### config.mk
export PLATFORM = sky130hd
export DESIGN_NAME = drive_command_frame_checker_top
export DESIGN_NICKNAME = d
export VERILOG_FILES = /design/src/design/dcfc_pkg.sv /design/src/design/dcfc_parse.sv /design/src/design/dcfc_store.sv /design/src/design/drive_command_frame_checker_top.sv
export SDC_FILE = /design/constraint.sdc
export NUM_CORES = 1
export LEC_CHECK = 0
export BUFFER_PORTS_ARGS = -buffer_cell sky130_fd_sc_hd__buf_4
export CAP_MARGIN = 20
export CORE_MARGIN = 5
export CORE_UTILIZATION = 40
export DETAILED_ROUTE_END_ITERATION = 6
export PLACE_DENSITY_LB_ADDON = 0.3
export SLEW_MARGIN = 10
export SYNTH_ARGS = -nofsm -noshare
export SYNTH_HDL_FRONTEND = slang
export SYNTH_SLANG_ARGS = --single-unit
### constraint.sdc
create_clock -name clk -period 12.61 [get_ports clk]
set_clock_uncertainty 0.1 [all_clocks]
set_input_delay 2.522 -clock clk [delete_from_list [all_inputs] [get_ports clk]]
set_output_delay 2.522 -clock clk [all_outputs]
set_load 0.05 [all_outputs]
### src/design/dcfc_pkg.sv
// Package for the drive command frame checker: frame and result types,
// ASCII codes, digit helpers. No dependencies.

package dcfc_pkg;

  // ASCII codes used in a frame
  localparam logic [7:0] CHAR_ZERO  = 8'd48;
  localparam logic [7:0] CHAR_ONE   = 8'd49;
  localparam logic [7:0] CHAR_NINE  = 8'd57;
  localparam logic [7:0] CHAR_END   = 8'd69;  // 'E'
  localparam logic [7:0] CHAR_FWD   = 8'd70;  // 'F'
  localparam logic [7:0] CHAR_BACK  = 8'd66;  // 'B'
  localparam logic [7:0] CHAR_RIGHT = 8'd82;  // 'R'
  localparam logic [7:0] CHAR_LEFT  = 8'd76;  // 'L'

  localparam logic [7:0] SPEED_LIMIT = 8'd100;

  localparam int IN_WIDTH  = 64;
  localparam int OUT_WIDTH = 32;

  // one input frame, byte 0 in the lowest bits of tdata
  typedef struct packed {
    logic [7:0] end_marker;
    logic [7:0] steer_letter;
    logic [7:0] angle_units;
    logic [7:0] angle_tens;
    logic [7:0] drive_letter;
    logic [7:0] speed_units;
    logic [7:0] speed_tens;
    logic [7:0] speed_hundreds;
  } frame_t;

  // decoded frame handed from the parser to the store
  typedef struct packed {
    logic       well_formed;
    logic [7:0] speed;
    logic       reverse;
    logic [6:0] angle;
    logic       left;
  } parse_t;

  // one result word, accepted in the lowest bit
  typedef struct packed {
    logic [6:0] pad;
    logic [7:0] signed_angle;
    logic       steer_left;
    logic [6:0] steer_angle;
    logic       reverse;
    logic [6:0] speed_percent;
    logic       accepted;
  } result_t;

  function automatic logic is_digit(input logic [7:0] c);
    return (c >= CHAR_ZERO) && (c <= CHAR_NINE);
  endfunction

  // low nibble of an ASCII digit is its value
  function automatic logic [3:0] digit_val(input logic [7:0] c);
    return c[3:0];
  endfunction

endpackage

### src/design/dcfc_parse.sv
// Frame parser: checks every byte position and forms speed and angle.
// Depends on dcfc_pkg.

module dcfc_parse
  import dcfc_pkg::*;
(
  input  frame_t frame,
  output parse_t parsed
);

  logic [7:0] hund_term;
  logic [7:0] tens_term;
  logic [6:0] angle_tens_term;

  // position checks, then digit values to binary; values only meaningful when well formed
  always_comb begin
    parsed.well_formed = (frame.end_marker == CHAR_END)
      && ((frame.speed_hundreds == CHAR_ZERO) || (frame.speed_hundreds == CHAR_ONE))
      && is_digit(frame.speed_tens) && is_digit(frame.speed_units)
      && ((frame.drive_letter == CHAR_FWD) || (frame.drive_letter == CHAR_BACK))
      && is_digit(frame.angle_tens) && is_digit(frame.angle_units)
      && ((frame.steer_letter == CHAR_RIGHT) || (frame.steer_letter == CHAR_LEFT));
    hund_term       = frame.speed_hundreds[0] ? 8'd100 : 8'd0;
    tens_term       = {4'd0, digit_val(frame.speed_tens)} * 8'd10;
    angle_tens_term = {3'd0, digit_val(frame.angle_tens)} * 7'd10;
    parsed.speed    = hund_term + tens_term + {4'd0, digit_val(frame.speed_units)};
    parsed.angle    = angle_tens_term + {3'd0, digit_val(frame.angle_units)};
    parsed.reverse  = (frame.drive_letter == CHAR_BACK);
    parsed.left     = (frame.steer_letter == CHAR_LEFT);
  end

endmodule

### src/design/dcfc_store.sv
// Drive command store and result register.
// Depends on dcfc_pkg.

module dcfc_store
  import dcfc_pkg::*;
(
  input  logic    clk,
  input  logic    rst,
  input  logic    advance,
  input  parse_t  parsed,
  output result_t result
);

  logic [6:0] stored_speed, stored_speed_next;
  logic       stored_reverse, stored_reverse_next;
  logic [6:0] stored_angle, stored_angle_next;
  logic       stored_left, stored_left_next;
  logic       accept_next;

  // next store contents for the frame in the input register
  always_comb begin
    stored_speed_next   = stored_speed;
    stored_reverse_next = stored_reverse;
    stored_angle_next   = stored_angle;
    stored_left_next    = stored_left;
    accept_next         = 1'b0;
    if (parsed.well_formed) begin
      if (parsed.speed > SPEED_LIMIT) begin
        stored_speed_next = 7'd0;
      end else begin
        stored_speed_next   = parsed.speed[6:0];
        stored_reverse_next = parsed.reverse;
        stored_angle_next   = parsed.angle;
        stored_left_next    = parsed.left;
        accept_next         = 1'b1;
      end
    end
  end

  // store state, cleared by reset
  always_ff @(posedge clk) begin
    if (rst) begin
      stored_speed   <= 7'd0;
      stored_reverse <= 1'b0;
      stored_angle   <= 7'd0;
      stored_left    <= 1'b0;
    end else if (advance) begin
      stored_speed   <= stored_speed_next;
      stored_reverse <= stored_reverse_next;
      stored_angle   <= stored_angle_next;
      stored_left    <= stored_left_next;
    end
  end

  // result register, payload only
  always_ff @(posedge clk) begin
    if (advance) begin
      result.pad           <= '0;
      result.accepted      <= accept_next;
      result.speed_percent <= stored_speed_next;
      result.reverse       <= stored_reverse_next;
      result.steer_angle   <= stored_angle_next;
      result.steer_left    <= stored_left_next;
      result.signed_angle  <= stored_left_next ? 8'(-{1'b0, stored_angle_next})
                                               : {1'b0, stored_angle_next};
    end
  end

endmodule

### src/design/drive_command_frame_checker_top.sv
// Drive command frame checker top level: input register, parser, store.
// Depends on dcfc_pkg, dcfc_parse, dcfc_store.
//
//   channel  | dir | word
//   s_axis   | in  | one 8-byte command frame
//   m_axis   | out | one result per frame
//
// One frame per cycle sustained while m_tready does not stall; a frame's result
// passes the input register, then the result register, before it can be taken.
// Reset clears the stored command to zero speed, forward, zero angle, right.
// A stall on m_tready holds the result register; the input register keeps
// taking a frame while it is empty or moving on in the same cycle.

module drive_command_frame_checker_top
  import dcfc_pkg::*;
(
  input  logic                 clk,
  input  logic                 rst,
  input  logic                 s_tvalid,
  output logic                 s_tready,
  // speed_hundreds, speed_tens, speed_units, drive_letter, angle_tens,
  // angle_units, steer_letter, end_marker; 8 bits each from bit 0 up
  input  logic [IN_WIDTH-1:0]  s_tdata,
  output logic                 m_tvalid,
  input  logic                 m_tready,
  // accepted, speed_percent[7], reverse, steer_angle[7], steer_left,
  // signed_angle[8], zero fill to 32 bits; from bit 0 up
  output logic [OUT_WIDTH-1:0] m_tdata
);

  frame_t  frame;
  logic    frame_valid;
  logic    advance;
  parse_t  parsed;
  result_t result;

  // handshake: frame moves on when the result register is free
  assign advance  = frame_valid && (!m_tvalid || m_tready);
  assign s_tready = !frame_valid || advance;

  // input register
  always_ff @(posedge clk) begin
    if (rst) begin
      frame_valid <= 1'b0;
    end else if (s_tready) begin
      frame_valid <= s_tvalid;
    end
  end

  always_ff @(posedge clk) begin
    if (s_tready && s_tvalid) begin
      frame <= frame_t'(s_tdata);
    end
  end

  // result valid flag
  always_ff @(posedge clk) begin
    if (rst) begin
      m_tvalid <= 1'b0;
    end else if (advance) begin
      m_tvalid <= 1'b1;
    end else if (m_tready) begin
      m_tvalid <= 1'b0;
    end
  end

  dcfc_parse u_parse (
    .frame  (frame),
    .parsed (parsed)
  );

  dcfc_store u_store (
    .clk     (clk),
    .rst     (rst),
    .advance (advance),
    .parsed  (parsed),
    .result  (result)
  );

  assign m_tdata = result;

endmodule

==> metrics.txt, run 1 <==
Max stage delay on crit path=0.21 ns; ys flop type=edfxtp_1; final setup vio count=0; Period minus WS final=5.76 ns; crit path buf inv count=2; worst min path class=reg -> reg; insertion delay to the later sink of the worst-skew pair=around 0.34 ns; critical path required time=9.99 ns; delay-heaviest family, CP=simple AND/OR/NAND/NOR gates; Clock transition at path regs=approximately 0.070 ns; Seq/Total Area, Yosys=0.641; first-pass GRT wire length=between 10 and 15 mm; DRT antenna net count=0; # Post-CTS Setup Buffers=0; Post-synth ARST share=0; Syn Inst Count=~340; crit path max fanout=4; CP Launch Type=primary input; via count=~2.9k; CTS root buffer=clkbuf_16; Placer Congestion=approximately 0.76; DR vias/cell=approximately 5.0; drt wl/cell=14.6 µm; area grow syn2layout=23.9%; initial detailed-routing violation count=74; number of port buffers=94; Warnings, synthesis=0; Sink Count=between 100 and 150; Post-synth EDFFs=88; cts bufs inserted=9; row count=39; Die ar.=14000 µm²; Crit. End Element=output pin; die height=118 µm; final core utilization=0.506; overall power=about 0.79 mW; layout cell share with drive strength beyond 1=0.283; most frequent CP cell=buf_4; gr ovfl total=0; DRT Wirelength=8.57 mm; cts hold-fix bufs=0; Die W=118 µm; cell area power density=137 nW/µm²; Max Clock Freq=174 MHz; gr usage total=0.125; pin count of the biggest net entering global routing=65; Max VDD drop=0.0970 mV; CP Cell Sequence=buf_4 > nor2b_1 > nand2_1 > buf_4; setup_tns=0 ns; Slew Limit Headroom=0.456; final hold violations=0; initial antenna violation count=0; count of different cell masters after synthesis=53; number of I/O pins=102; H-tree levels=3; fin crit share=0.457; DP HPWL=6.58 mm; slowest library cell on the worst path=nor2b_1; Post-CTS Resized=0; final-report max-slew violation count=0; worst path arrival time=3.14 ns; measured slew at the worst slew-check pin=0.816 ns; maxcap violations=0; area of the mapped netlist=4680 µm²; nets=529; Mapped Avg Cell Area=13.8 µm²; core area=11500 µm²; Crit Path Category=in -> out; Static Leakage=~2.3 nW; Synth Register Bits=106; status=finished, final reports clean; Max Root-Sink Buffers=2; number of global-route vias before repair=2998; unrepaired setup endpoints after global routing=no; Initial Util=0.408; diode count=0; DRC Markers=0; 1st-pass router iterations=4; CTS tree=yes
cell usage after synthesis, types with 3 or more instances:
master    number  share of area
nor4_1         4         0.0053
nand4_1        6         0.0080
dfxtp_1       18          0.077
a22o_1         3         0.0056
a211oi_1       6         0.0096
nor3b_1        3         0.0048
nor2b_1        5         0.0067
nor4b_1        4         0.0075
inv_1         16          0.013
xor2_1         4         0.0075
o21a_1         7          0.011
nand2_1       14          0.011
a21oi_1        8         0.0085
nor3_1         4         0.0043
buf_4          9          0.014
and2_1         3         0.0040
nor2_1        36          0.029
edfxtp_1      88           0.56
o21ai_0       12          0.013
and4b_1        4         0.0085
nor4bb_1       5          0.011
xnor2_1       10          0.019
a21o_1         4         0.0064
mux2i_1        4         0.0085
clkbuf_1       4         0.0032
fa_1           5          0.021
ha_1          19          0.051
nand3_1        3         0.0032
through the flow:
step / cell area (µm²) / cells / setup WS [ns] / hold WS (ns)
final: 5800 / 585 / 6.85 / 0.367
after global routing: 5800 / 585 / 6.81 / 0.406
after CTS: 5800 / 585 / 6.85 / 0.368
after detailed placement: 5520 / 569 / 6.85 / 0.349
after global placement: 5520 / 569 / 6.90 / 0.338
after floorplan: 4710 / 345 / 6.96 / 0.333
state kept, by name, summed over array words and instances (netlist names):
signal / count
frame: 64
frame_valid: 1
m_tvalid: 1
u_store.result: 24
u_store.stored_angle: 7
u_store.stored_left: 1
u_store.stored_reverse: 1
u_store.stored_speed: 7
layer usage:
layer,up-vias,track usage,part of all wire
li1,1447,-,-
met1,1360,0.157,0.43
met2,94,0.206,0.48
met3,8,0.0501,0.081
met4,0,0.0258,0.0096
met5,-,0,0
cell families (layout without fill, tap and decap cells):
logic type | count (synthesis) | after routing | synth area share
flops | 106 | 106 | 0.641
simple gates | 104 | 104 | 0.129
compound gates | 52 | 52 | 0.0807
buf+inv | 31 | 128 | 0.0323
fa+ha+maj | 24 | 24 | 0.0721
xor+xnor | 14 | 14 | 0.0262
mux | 7 | 7 | 0.0182
other cells | 1 | 7 | 0.000801
tightest hold or removal path: stages (launching register included):
cell and delay, ns:
dfxtp_1 0.31, nand2_1 0.05, a21oi_1 0.06
placed cells by master (no fill, tap or decap), drive strengths merged, types with 5 or more instances in the layout:
| cell type | Yosys | layout |
|---|---|---|
| nor3 | 6 | 6 |
| a21oi | 9 | 9 |
| nor4bb | 5 | 5 |
| fa | 5 | 5 |
| o21ai | 13 | 13 |
| nand4 | 6 | 6 |
| buf | 11 | 96 |
| nor2 | 36 | 36 |
| ha | 19 | 19 |
| conb | 1 | 7 |
| a211oi | 7 | 7 |
| clkbuf | 4 | 10 |
| nor2b | 5 | 5 |
| nor4 | 5 | 5 |
| edfxtp | 88 | 88 |
| nand2 | 14 | 14 |
| dfxtp | 18 | 18 |
| nor4b | 6 | 6 |
| xnor2 | 10 | 10 |
| o21a | 7 | 7 |
| inv | 16 | 20 |
| mux2i | 5 | 5 |
final timing paths:
kind         cells after the start                             endpoint  slack, ns                                start
max                              4                             s_tready       6.85                             m_tready
min                              2  u_store.stored_reverse$_SDFFE_PP0P_       0.37  u_store.stored_reverse$_SDFFE_PP0P_
max reg2reg                     15         u_store.result[23]$_DFFE_PP_       7.55                  frame[11]$_DFFE_PP_
min reg2reg                      2  u_store.stored_reverse$_SDFFE_PP0P_       0.37  u_store.stored_reverse$_SDFFE_PP0P_
power breakdown:
| part | internal [mW] | total (mW) | switching (mW) | leakage [nW] |
|---|---|---|---|---|
| combinational | 0.0481 | 0.116 | 0.0680 | 1.16 |
| sequential | 0.401 | 0.411 | 0.00962 | 0.998 |
| clock | 0.139 | 0.266 | 0.127 | 0.141 |
area by class of cell:
class	instances	area [µm²]
clock buffers	10	229
clock inverters	6	57.6
fillers	1022	5670
inverters	16	60.1
multi-input cells	208	1550
flip-flops and latches	106	3000
well taps	143	179
repair buffers	96	721
Note: power is estimated with default switching activity, not from simulation.
==> run 2: changes to the inputs <==
==> constraint.sdc (replaced) <==
create_clock -name clk -period 5.3 [get_ports clk]
set_clock_uncertainty 0.1 [all_clocks]
set_input_delay 1.06 -clock clk [delete_from_list [all_inputs] [get_ports clk]]
set_output_delay 1.06 -clock clk [all_outputs]
set_load 0.05 [all_outputs]
==> metrics.txt, run 2 (same netlist as run 1, synthesis figures left out) <==
CP Cell Sequence=ha_1 > ha_1 > fa_1 > xor2_1 > ha_1 > ha_1 > a31o_2 > a41oi_1 > xnor2_1 > o2111ai_4 > mux2i_1 > ha_1 > nand3b_1 > nor4_1 > nor3_2 > xnor2_1; Die ar.=14000 µm² (unchanged); sw power=0.485 mW (+140%); most frequent CP cell=ha_1; core area=11500 µm² (unchanged); number of port buffers=94 (unchanged); unrepaired setup endpoints after global routing=no; die height=118 µm (unchanged); Hold Path End=u_store.stored_reverse$_SDFFE_PP0P_; Period minus WS final=4.65 ns; reg2reg setup slack=0.65 ns (-6.90 ns); gr usage total=0.136 (+0.0109); DRT antenna net count=0 (unchanged); fin crit share=0.877; CP Launch Type=flop; total internal power=1.49 mW (+150%); Max VDD drop=0.241 mV (+150%); via count=2972 (+2.2%); setup_tns=0 ns (unchanged); DP Cell Count=570 (+0.18%); H-tree levels=3 (unchanged); final setup vio count=0 (unchanged); max reg flops=64 (unchanged); Reg power frac=0.496 (-0.022); worst path arrival time=4.64 ns (+1.50 ns); crit path max fanout=6 (+2); Top reg by flops=frame; fillers=981 (-4.0%); cell count of the worst reg-to-reg path=16 (+1); commonest non-fill, non-tap cells in the layout=buf_4 (97), edfxtp_1 (88), nor2_1 (36); CTS tree=yes; nets=530 (+0.19%); cell area power density=338 nW/µm² (+150%); # Post-CTS Setup Buffers=0 (unchanged); Max Root-Sink Buffers=2 (unchanged); Initial Util=0.408 (unchanged); DRC Markers=0 (unchanged); Combinational Power Share=0.144 (-0.002); Static Leakage=2.32 nW (+0.90%); area grow syn2layout=24.8%; R2R Path End=u_store.result[23]$_DFFE_PP_; measured slew at the worst slew-check pin=0.773 ns (-0.0427 ns); Max Clock Freq=between 200 and 250 MHz; insertion delay to the later sink of the worst-skew pair=0.34 ns (about the same); slowest library cell on the worst path=edfxtp_1; DP HPWL=7.09 mm (+7.8%); layout cell share with drive strength beyond 1=0.285 (+0.00226); switch share=0.246 (-0.0124); Max stage delay on crit path=0.47 ns (+0.26 ns); critical path required time=5.29 ns (-4.70 ns); DR vias/cell=5.08 (+2.2%); Critical R2R Launch=frame[11]$_DFFE_PP_; gr ovfl total=0 (unchanged); 1st-pass router iterations=4 (unchanged); pin count of the biggest net entering global routing=46 (-29%); Sink Count=106 (unchanged); Clock power frac=0.360 (+0.025); Slew Limit Headroom=0.485 (+0.0287); row count=39 (unchanged); Clock transition at path regs=0.07 ns (about the same); Final Cell Area=5850 µm² (+0.75%); final hold violations=0 (unchanged); initial antenna violation count=0 (unchanged); number of global-route vias before repair=3107 (+3.6%); cts bufs inserted=9 (unchanged); HP Start=u_store.stored_reverse$_SDFFE_PP0P_; worst hold stages=2 (unchanged); diode count=0 (unchanged); Post-CTS Resized=0 (unchanged); DRT Wirelength=9.23 mm (+7.7%); Crit Path Category=reg -> reg; Placer Congestion=0.782 (+3.1%); final-report max-slew violation count=0 (unchanged); CTS root buffer=clkbuf_16; leading cell type in the layout, fill and taps excluded=buf_4; initial detailed-routing violation count=97 (+31%); placed cell area=5520 µm² (+0.14%); maxcap violations=0 (unchanged); drt wl/cell=15.8 µm (+7.7%); biggest regs=frame x64, u_store.result x24; Die W=118 µm (unchanged); number of I/O pins=102 (unchanged); first-pass GRT wire length=15.4 mm (+7.7%); cts hold-fix bufs=0 (unchanged); Post-Layout Cell Count=585 (unchanged); Crit. End Element=flop; worst min path class=reg -> reg; status=finished, final reports clean
run 2: changes by cell type in the layout (fill, tap and decap cells not counted):
| cell | delta |
|---|---|
| buf_4 | +1 |
| inv_8 | -1 |
| bufinv_16 | +2 |
| inv_6 | -1 |
| clkbuf_1 | -1 |
run 2: worst max-delay path: cells and delay by family (launching register included):
kind / cells / cell delay, ns
xor+xnor: 3 / 0.51
flops: 1 / 0.47
mux: 1 / 0.35
simple gates: 3 / 0.44
compound gates: 3 / 0.67
fa+ha+maj: 6 / 1.87
run 2: worst max-delay path by stage:
| stage | startpoint | endpoint | slack (ns) | cells past startpoint |
|---|---|---|---|---|
| after detailed placement | frame[11]$_DFFE_PP_ | u_store.result[23]$_DFFE_PP_ | 0.69 | 16 |
| final | frame[11]$_DFFE_PP_ | u_store.result[23]$_DFFE_PP_ | 0.65 | 16 |
| after floorplan | frame[11]$_DFFE_PP_ | u_store.result[23]$_DFFE_PP_ | 0.79 | 17 |
| after CTS | frame[11]$_DFFE_PP_ | u_store.result[23]$_DFFE_PP_ | 0.68 | 16 |
| after global placement | frame[11]$_DFFE_PP_ | u_store.result[23]$_DFFE_PP_ | 0.83 | 16 |
| after global routing | frame[11]$_DFFE_PP_ | u_store.result[23]$_DFFE_PP_ | 0.41 | 16 |
run 2: metal layers:
metal,share of wire,track usage,vias up
met5,0,0,-
met4,0.011,0.0280,0
met3,0.088,0.0549,10
met2,0.48,0.228,115
met1,0.42,0.166,1394
li1,-,-,1453
run 2: power by group through the flow:
| stage | Sequential (mW) | Combinational [mW] | Clock [mW] |
|---|---|---|---|
| 2_1_floorplan | 1.03 | 0.158 | 0 |
| 3_3_place_gp | 0.995 | 0.276 | 0 |
| 3_5_place_dp | 0.998 | 0.285 | 0 |
| 4_1_cts | 0.979 | 0.286 | 0.729 |
| 5_1_grt | 0.985 | 0.311 | 0.760 |
| 6_report | 0.979 | 0.284 | 0.711 |
run 2: per-stage QoR:
step / util / total power, mW / hold WS [ns] / worst slack, ns
CTS: 0.510 / 1.99 / 0.357 / 0.681
detailed placement: 0.482 / 1.28 / 0.349 / 0.691
global route: 0.510 / 2.06 / 0.369 / 0.410
finish: 0.510 / 1.97 / 0.359 / 0.654
global placement: 0.482 / 1.27 / 0.338 / 0.831
floorplan: - / 1.19 / 0.333 / 0.795
run 2: layout make-up:
cell class                      count  area [µm²]  area share
Sequential cell                   106        3000       0.514
Multi-Input combinational cell    208        1550       0.266
Timing Repair Buffer               97         728       0.125
Clock inverter                      6        97.6      0.0167
Tap cell                          143         179      0.0306
Inverter                           16        60.1      0.0103
Clock buffer                        9         225      0.0385
